`src/hw/rtl/lpht_pkg.sv`:
```
package lpht_pkg;

   // field widths of the request and response
   localparam int FUNC_W   = 2;
   localparam int KEY_W    = 32;
   localparam int DATA_W   = 32;
   localparam int STATUS_W = 2;
   localparam int SLOT_W   = 5;
   localparam int ST_W     = 2;

   // home slot reduction works on one key digit per cycle
   localparam int DIGIT_W  = 4;
   localparam int N_DIGITS = KEY_W / DIGIT_W;
   localparam int DIG_CW   = $clog2(N_DIGITS);

   // operation codes
   localparam logic [FUNC_W-1:0] OP_INSERT = 2'd0;
   localparam logic [FUNC_W-1:0] OP_SEARCH = 2'd1;
   localparam logic [FUNC_W-1:0] OP_REMOVE = 2'd2;

   // response status codes
   localparam logic [STATUS_W-1:0] RES_OK        = 2'd0;
   localparam logic [STATUS_W-1:0] RES_NOT_FOUND = 2'd1;
   localparam logic [STATUS_W-1:0] RES_FULL      = 2'd2;

   // slot state codes
   localparam logic [ST_W-1:0] ST_EMPTY   = 2'd0;
   localparam logic [ST_W-1:0] ST_USED    = 2'd1;
   localparam logic [ST_W-1:0] ST_DELETED = 2'd2;

   typedef struct packed {
      logic [FUNC_W-1:0] func;
      logic [KEY_W-1:0]  key;
      logic [DATA_W-1:0] payload;
   } req_type;

   typedef struct packed {
      logic [STATUS_W-1:0] status;
      logic [SLOT_W-1:0]   slot;
      logic [DATA_W-1:0]   data_out;
   } rsp_type;

   // one table entry as held in the slot memory
   typedef struct packed {
      logic [ST_W-1:0]   st;
      logic [KEY_W-1:0]  key;
      logic [DATA_W-1:0] data;
   } entry_type;

endpackage

```
`src/hw/rtl/linear_probe_hash_table_core.sv`:
```
// Open-addressing hash table of TABLE_SIZE slots with linear probing. Each request carries an
// operation (insert, search or remove), a key and a payload, and yields exactly one response.
// All entries (state, key, payload) live in one single-port-write, registered-read memory.
// After reset the block clears the slot states in a pass over all TABLE_SIZE slots, during
// which req_stall stays high. A request then runs in order through these steps: take the
// request, reduce the key modulo TABLE_SIZE one 4-bit digit at a time, issue the first memory
// read, probe one slot per cycle over the memory read port (1 to TABLE_SIZE slots), and post
// the response. An unused operation code skips hashing and probing and answers not found. One
// request is in flight at a time; a finished response waits in the output register while the
// next request is taken. Removed slots keep a deleted mark so probe chains stay intact;
// duplicate keys are allowed.
module linear_probe_hash_table_core
   import lpht_pkg::*;
#(
   parameter int TABLE_SIZE = 31
) (
   input  logic    clock,
   input  logic    reset,
   input  logic    req_valid,
   output logic    req_stall,
   input  req_type req_data,
   output logic    rsp_valid,
   input  logic    rsp_stall,
   output rsp_type rsp_data
);

   localparam int IDX_W = $clog2(TABLE_SIZE);
   localparam int RW    = IDX_W + DIGIT_W;
   localparam int ENT_W = $bits(entry_type);

   localparam logic [IDX_W-1:0]  IDX_LAST = IDX_W'(TABLE_SIZE - 1);
   localparam logic [RW-1:0]     N_RW     = RW'(TABLE_SIZE);
   localparam logic [DIG_CW-1:0] DIG_LAST = DIG_CW'(N_DIGITS - 1);

   typedef enum logic [5:0] {
      S_CLEAR = 6'b000001,
      S_IDLE  = 6'b000010,
      S_HASH  = 6'b000100,
      S_READ  = 6'b001000,
      S_PROBE = 6'b010000,
      S_DONE  = 6'b100000
   } state_type;

   state_type         state_ff, state_in;
   logic [IDX_W-1:0]  pos_ff, pos_in;
   logic [IDX_W-1:0]  cnt_ff, cnt_in;
   logic [DIG_CW-1:0] dig_ff, dig_in;
   logic [IDX_W-1:0]  rem_ff, rem_in;
   logic [KEY_W-1:0]  key_sh_ff, key_sh_in;
   req_type           item_ff, item_in;
   rsp_type           res_ff, res_in;
   logic              rsp_valid_ff, rsp_valid_in;
   rsp_type           rsp_ff, rsp_in;

   logic              wr_en;
   logic [IDX_W-1:0]  wr_addr;
   entry_type         wr_ent;
   logic [IDX_W-1:0]  rd_addr;
   logic [ENT_W-1:0]  rd_raw;
   entry_type         ent;
   logic [IDX_W-1:0]  pos_nxt;
   logic [RW-1:0]     red;
   logic [IDX_W-1:0]  rem_step;
   logic              is_used;
   logic              is_match;

   lpht_ram #(
      .WIDTH (ENT_W),
      .DEPTH (TABLE_SIZE)
   ) u_slots (
      .clock   (clock),
      .wr_en   (wr_en),
      .wr_addr (wr_addr),
      .wr_data (wr_ent),
      .rd_addr (rd_addr),
      .rd_data (rd_raw)
   );

   assign ent      = entry_type'(rd_raw);
   assign is_used  = (ent.st == ST_USED);
   assign is_match = is_used && (ent.key == item_ff.key);
   assign pos_nxt  = (pos_ff == IDX_LAST) ? '0 : pos_ff + 1'b1;

   // remainder step: shift in the next key digit, then reduce below TABLE_SIZE
   always_comb begin
      red = {rem_ff, key_sh_ff[KEY_W-1 -: DIGIT_W]};
      for (int k = DIGIT_W - 1; k >= 0; k--) begin
         if (red >= (N_RW << k)) begin
            red = red - (N_RW << k);
         end
      end
      rem_step = red[IDX_W-1:0];
   end

   // sequencer: clear, hash, probe, write back, post response
   always_comb begin
      state_in     = state_ff;
      pos_in       = pos_ff;
      cnt_in       = cnt_ff;
      dig_in       = dig_ff;
      rem_in       = rem_ff;
      key_sh_in    = key_sh_ff;
      item_in      = item_ff;
      res_in       = res_ff;
      rsp_valid_in = rsp_valid_ff && rsp_stall;
      rsp_in       = rsp_ff;
      wr_en        = 1'b0;
      wr_addr      = pos_ff;
      wr_ent       = '0;
      rd_addr      = pos_ff;

      case (state_ff)
         S_CLEAR: begin
            wr_en = 1'b1;
            if (pos_ff == IDX_LAST) begin
               pos_in   = '0;
               state_in = S_IDLE;
            end else begin
               pos_in = pos_ff + 1'b1;
            end
         end

         S_IDLE: begin
            if (req_valid) begin
               item_in         = req_data;
               key_sh_in       = req_data.key;
               rem_in          = '0;
               dig_in          = '0;
               res_in.status   = RES_NOT_FOUND;
               res_in.slot     = '0;
               res_in.data_out = '0;
               if (req_data.func == OP_INSERT || req_data.func == OP_SEARCH ||
                   req_data.func == OP_REMOVE) begin
                  state_in = S_HASH;
               end else begin
                  state_in = S_DONE;
               end
            end
         end

         S_HASH: begin
            rem_in    = rem_step;
            key_sh_in = key_sh_ff << DIGIT_W;
            dig_in    = dig_ff + 1'b1;
            if (dig_ff == DIG_LAST) begin
               state_in = S_READ;
            end
         end

         S_READ: begin
            rd_addr  = rem_ff;
            pos_in   = rem_ff;
            cnt_in   = '0;
            state_in = S_PROBE;
         end

         S_PROBE: begin
            // read of the following slot goes out every cycle; used only if probing goes on
            rd_addr = pos_nxt;
            if (item_ff.func == OP_INSERT) begin
               if (!is_used) begin
                  wr_en         = 1'b1;
                  wr_ent.st     = ST_USED;
                  wr_ent.key    = item_ff.key;
                  wr_ent.data   = item_ff.payload;
                  res_in.status = RES_OK;
                  res_in.slot   = SLOT_W'(pos_ff);
                  state_in      = S_DONE;
               end else if (cnt_ff == IDX_LAST) begin
                  res_in.status = RES_FULL;
                  state_in      = S_DONE;
               end else begin
                  pos_in = pos_nxt;
                  cnt_in = cnt_ff + 1'b1;
               end
            end else begin
               if (ent.st == ST_EMPTY) begin
                  state_in = S_DONE;
               end else if (is_match) begin
                  if (item_ff.func == OP_REMOVE) begin
                     wr_en       = 1'b1;
                     wr_ent.st   = ST_DELETED;
                     wr_ent.key  = ent.key;
                     wr_ent.data = ent.data;
                  end else begin
                     res_in.data_out = ent.data;
                  end
                  res_in.status = RES_OK;
                  res_in.slot   = SLOT_W'(pos_ff);
                  state_in      = S_DONE;
               end else if (cnt_ff == IDX_LAST) begin
                  state_in = S_DONE;
               end else begin
                  pos_in = pos_nxt;
                  cnt_in = cnt_ff + 1'b1;
               end
            end
         end

         S_DONE: begin
            if (!rsp_valid_ff || !rsp_stall) begin
               rsp_valid_in = 1'b1;
               rsp_in       = res_ff;
               state_in     = S_IDLE;
            end
         end

         default: begin
            state_in = S_IDLE;
         end
      endcase
   end

   // control registers
   always_ff @(posedge clock) begin
      if (reset) begin
         state_ff     <= S_CLEAR;
         pos_ff       <= '0;
         cnt_ff       <= '0;
         dig_ff       <= '0;
         rsp_valid_ff <= 1'b0;
      end else begin
         state_ff     <= state_in;
         pos_ff       <= pos_in;
         cnt_ff       <= cnt_in;
         dig_ff       <= dig_in;
         rsp_valid_ff <= rsp_valid_in;
      end
   end

   // payload registers
   always_ff @(posedge clock) begin
      rem_ff    <= rem_in;
      key_sh_ff <= key_sh_in;
      item_ff   <= item_in;
      res_ff    <= res_in;
      rsp_ff    <= rsp_in;
   end

   assign req_stall = (state_ff != S_IDLE);
   assign rsp_valid = rsp_valid_ff;
   assign rsp_data  = rsp_ff;

endmodule

```
`src/hw/rtl/lpht_ram.sv`:
```
module lpht_ram
   import lpht_pkg::*;
#(
   parameter int WIDTH = 66,
   parameter int DEPTH = 31
) (
   input  logic                     clock,
   input  logic                     wr_en,
   input  logic [$clog2(DEPTH)-1:0] wr_addr,
   input  logic [WIDTH-1:0]         wr_data,
   input  logic [$clog2(DEPTH)-1:0] rd_addr,
   output logic [WIDTH-1:0]         rd_data
);

   logic [WIDTH-1:0] mem [DEPTH];

   // one write port, one registered read port
   always_ff @(posedge clock) begin
      if (wr_en) begin
         mem[wr_addr] <= wr_data;
      end
      rd_data <= mem[rd_addr];
   end

endmodule

```
`config.mk`:
```
export PLATFORM = sky130hd
export DESIGN_NAME = linear_probe_hash_table_core
export DESIGN_NICKNAME = d
export VERILOG_FILES = /design/src/hw/rtl/lpht_pkg.sv /design/src/hw/rtl/linear_probe_hash_table_core.sv /design/src/hw/rtl/lpht_ram.sv
export SDC_FILE = /design/constraint.sdc
export NUM_CORES = 2
export LEC_CHECK = 0
export ABC_CLOCK_PERIOD_IN_PS = 7700
export CORE_MARGIN = 2
export CORE_UTILIZATION = 30
export CTS_CLUSTER_DIAMETER = 100
export DETAILED_ROUTE_END_ITERATION = 10
export DONT_BUFFER_PORTS = 1
export MAX_ROUTING_LAYER = met4
export SYNTH_ARGS = -nofsm -noshare
export SYNTH_HDL_FRONTEND = slang
export SYNTH_SLANG_ARGS = --single-unit
```
`constraint.sdc`:
```
create_clock -name clock -period 7.7 [get_ports clock]
set_clock_uncertainty 0.1 [all_clocks]
set_input_delay 0 -clock clock [delete_from_list [all_inputs] [get_ports clock]]
set_output_delay 0 -clock clock [all_outputs]
set_load 0.1 [all_outputs]
```
==> results.toml <==
[route]
wire_per_inst_um = 23.1
vias = 58374
wl_um = 258000
drcViolationCount = 0
ant_nets = 0
met3WireLength_um = 20900
drtIter0Drc = 7056
wl_met2_um = 121000
vias_per_cell = 5.22
drtPass1Iterations = 5
wl_met1_um = 110000
routed.top_layer = "met4"

[timing]
fmax_ghz = 0.183
fin_ws_ps = 2250
rsz0062_at_grt = "false"
maxSlewHeadroom = 0.0872
hold_viol_final = 0
fin_crit_sh = 0.708
setup_viol = 0
final_max_slew_viol_count = 0
final.setup.tns_ps = 0
fin_crit_ps = 5450
worst_slew_pin_slew_ps = 1370

[outcome]
status = "finished clean"

[worst_setup_path]
worstPathMaxFanout = 22
worst_path_max_delay_cell = "nor2_4"
cp.arrival_ps = 5810
crit_type = "reg -> reg"
worstPathCellList = "xor2_1 > nor4_1 > nand4_1 > or4_1 > nor3b_4 > and2_2 > or3_1 > nand2_1 > nor2_4 > buf_4"
start_kind = "flop"
cpPeakStageDelay_ps = 960
cp_data_required_time_ps = 8060
end_kind = "flop"

[layout]
drive_gt1_frac = 0.0729
nets = 7085
final_util = 0.346
fillers = 28934
final_common_cell = "edfxtp_1"
area_growth_pct = 14.9
layout_common_cells = "2,227 x edfxtp_1, 2,086 x nand2_1, 1,073 x nand3_1"

[clocking]
h-tree-depth = 4
clk_latency_ps = 860
post_cts_buffers = 0
root_buffer = "clkbuf_16"
clockBufferDepth = 4
clk_pin_slew_worst_paths_ps = 70
cts_tree = "yes"
numClockSinks = 2313
cts_inserted_buffers = 223

[floorplanning]
coreArea_mm2 = 0.303
pin_count = 111
rows = 202
die_area_mm2 = 0.309
die_x_um = 555
start_util = 0.301
fp.dieH_um = 555

[place]
dpl.hpwl_um = 137000
globalplace.congestion = 0.835
pre_cts_ws_ps = 1950
io_buffer_count = 0

[yosys]
synth-edff-count = 2227
synth.ff_latch_count = 2313
avgSynthCellArea_um2 = 13.0
synth_cell_types = 78
synth_cells = 6995
syn_nets = 7077
ys_async_sr_fraction = 0
ys_seq_area_frac = 0.752
yosys_warnings = 0
syn_area_mm2 = 0.0912
synth_ff_type = "edfxtp_1"

[global_route]
grt_remaining_overflow = 0
antenna_found_initial = 25
grt_usage = 0.167
grt_max_degree = 164
grt_pass1_vias = 55510
grt_first_pass_wirelength_um = 379000

[power_and_ir_drop]
irDropWorstVdd_uv = 206
cellPowerDensity_mw_per_mm2 = 294
leakage_uw = 0.0341

[flow_run]
cap_violations = 0

[min_path]
hold_path_class = "in -> reg"
-- layout make-up --
cell class / instances / area (µm²) / area share
Clock inverter: 108 / 1080 / 0.0103
Timing Repair Buffer: 270 / 2990 / 0.0285
Inverter: 24 / 92.6 / 0.000883
Clock buffer: 291 / 6050 / 0.0577
Multi-Input combinational cell: 4171 / 21000 / 0.200
Sequential cell: 2313 / 68600 / 0.654
Tap cell: 3978 / 4980 / 0.0475
Antenna cell: 23 / 57.6 / 0.000549
-- worst paths after layout --
check / start / to / slack (ps) / depth (start not counted)
worst max register to register: item_ff[52] / u_slots.mem[24][21] / 2250 / 10
worst min-delay path: reset / cnt_ff[0] / 90 / 2
worst max-delay path: item_ff[52] / u_slots.mem[24][21] / 2250 / 10
worst min register to register: res_ff[30] / rsp_data[30] / 320 / 0
-- cell families after synthesis --
kind of cell | synth area share
buffers and inverters | 0.0219
XOR/XNOR | 0.00298
AO/OA/AOI/OAI | 0.0570
adder cells (fa/ha/maj) | 0.00165
AND/OR/NAND/NOR | 0.164
multiplexers | 0.000836
flip-flops | 0.752
-- per-stage QoR --
stage,total power (µW),cells,cell area (µm²),hold WS [ps]
finish,30800,11178,105000,91.5
global route,32100,11174,105000,108
CTS,31000,11154,105000,45.8
detailed placement,20200,10616,96300,-22.4
global placement,20100,10616,96300,-25.6
floorplan,18300,6995,91200,-1.13
-- flip-flops by register name (all words and copies together) (netlist names) --
name             cells
u_slots.rd_data     66
item_ff             66
rsp_data            39
u_slots.mem       2046
state_ff             6
rem_ff               5
key_sh_ff           32
rsp_valid            1
cnt_ff               5
pos_ff               5
dig_ff               3
res_ff              39
-- cells in the mapped netlist (21+ instances only) --
library cell	count	area [µm²]
nand2_1	2089	7840
nor2_1	133	499
buf_2	60	300
buf_1	38	143
clkbuf_1	388	1460
and3_1	104	651
a21oi_1	27	135
a31oi_1	71	444
a311oi_1	331	2900
dfxtp_1	86	1720
xor2_1	21	184
edfxtp_1	2227	66900
a22o_1	64	561
a21o_1	71	533
nand3_1	1073	5370
inv_1	22	82.6
-- metal layers --
layer,vias up,GRT usage
met5,-,-
li1,25858,-
met1,29516,0.228
met2,2614,0.258
met4,0,0.0451
met3,386,0.0260
-- worst max-delay path: cells and delay by family, from the launching register on --
family                 cells  cell delay [ps]
XOR/XNOR                   1              160
buffers and inverters      1              550
AND/OR/NAND/NOR            8             3790
flip-flops                 1              410
-- what timing repair did --
item / 4_1_cts / 5_1_grt
hold buffers: 139 / 0
endpoints found under the hold margin: 195 / 0
resized for setup: 0 / 0
-- report_power, final --
group / switching, µW / internal (µW) / leakage, µW
registers: 219 / 14300 / 0.0177
clock network: 4700 / 6160 / 0.00348
logic: 3850 / 1600 / 0.0129
total: 8770 / 22100 / 0.0341
(Power assumes the default switching activity.)
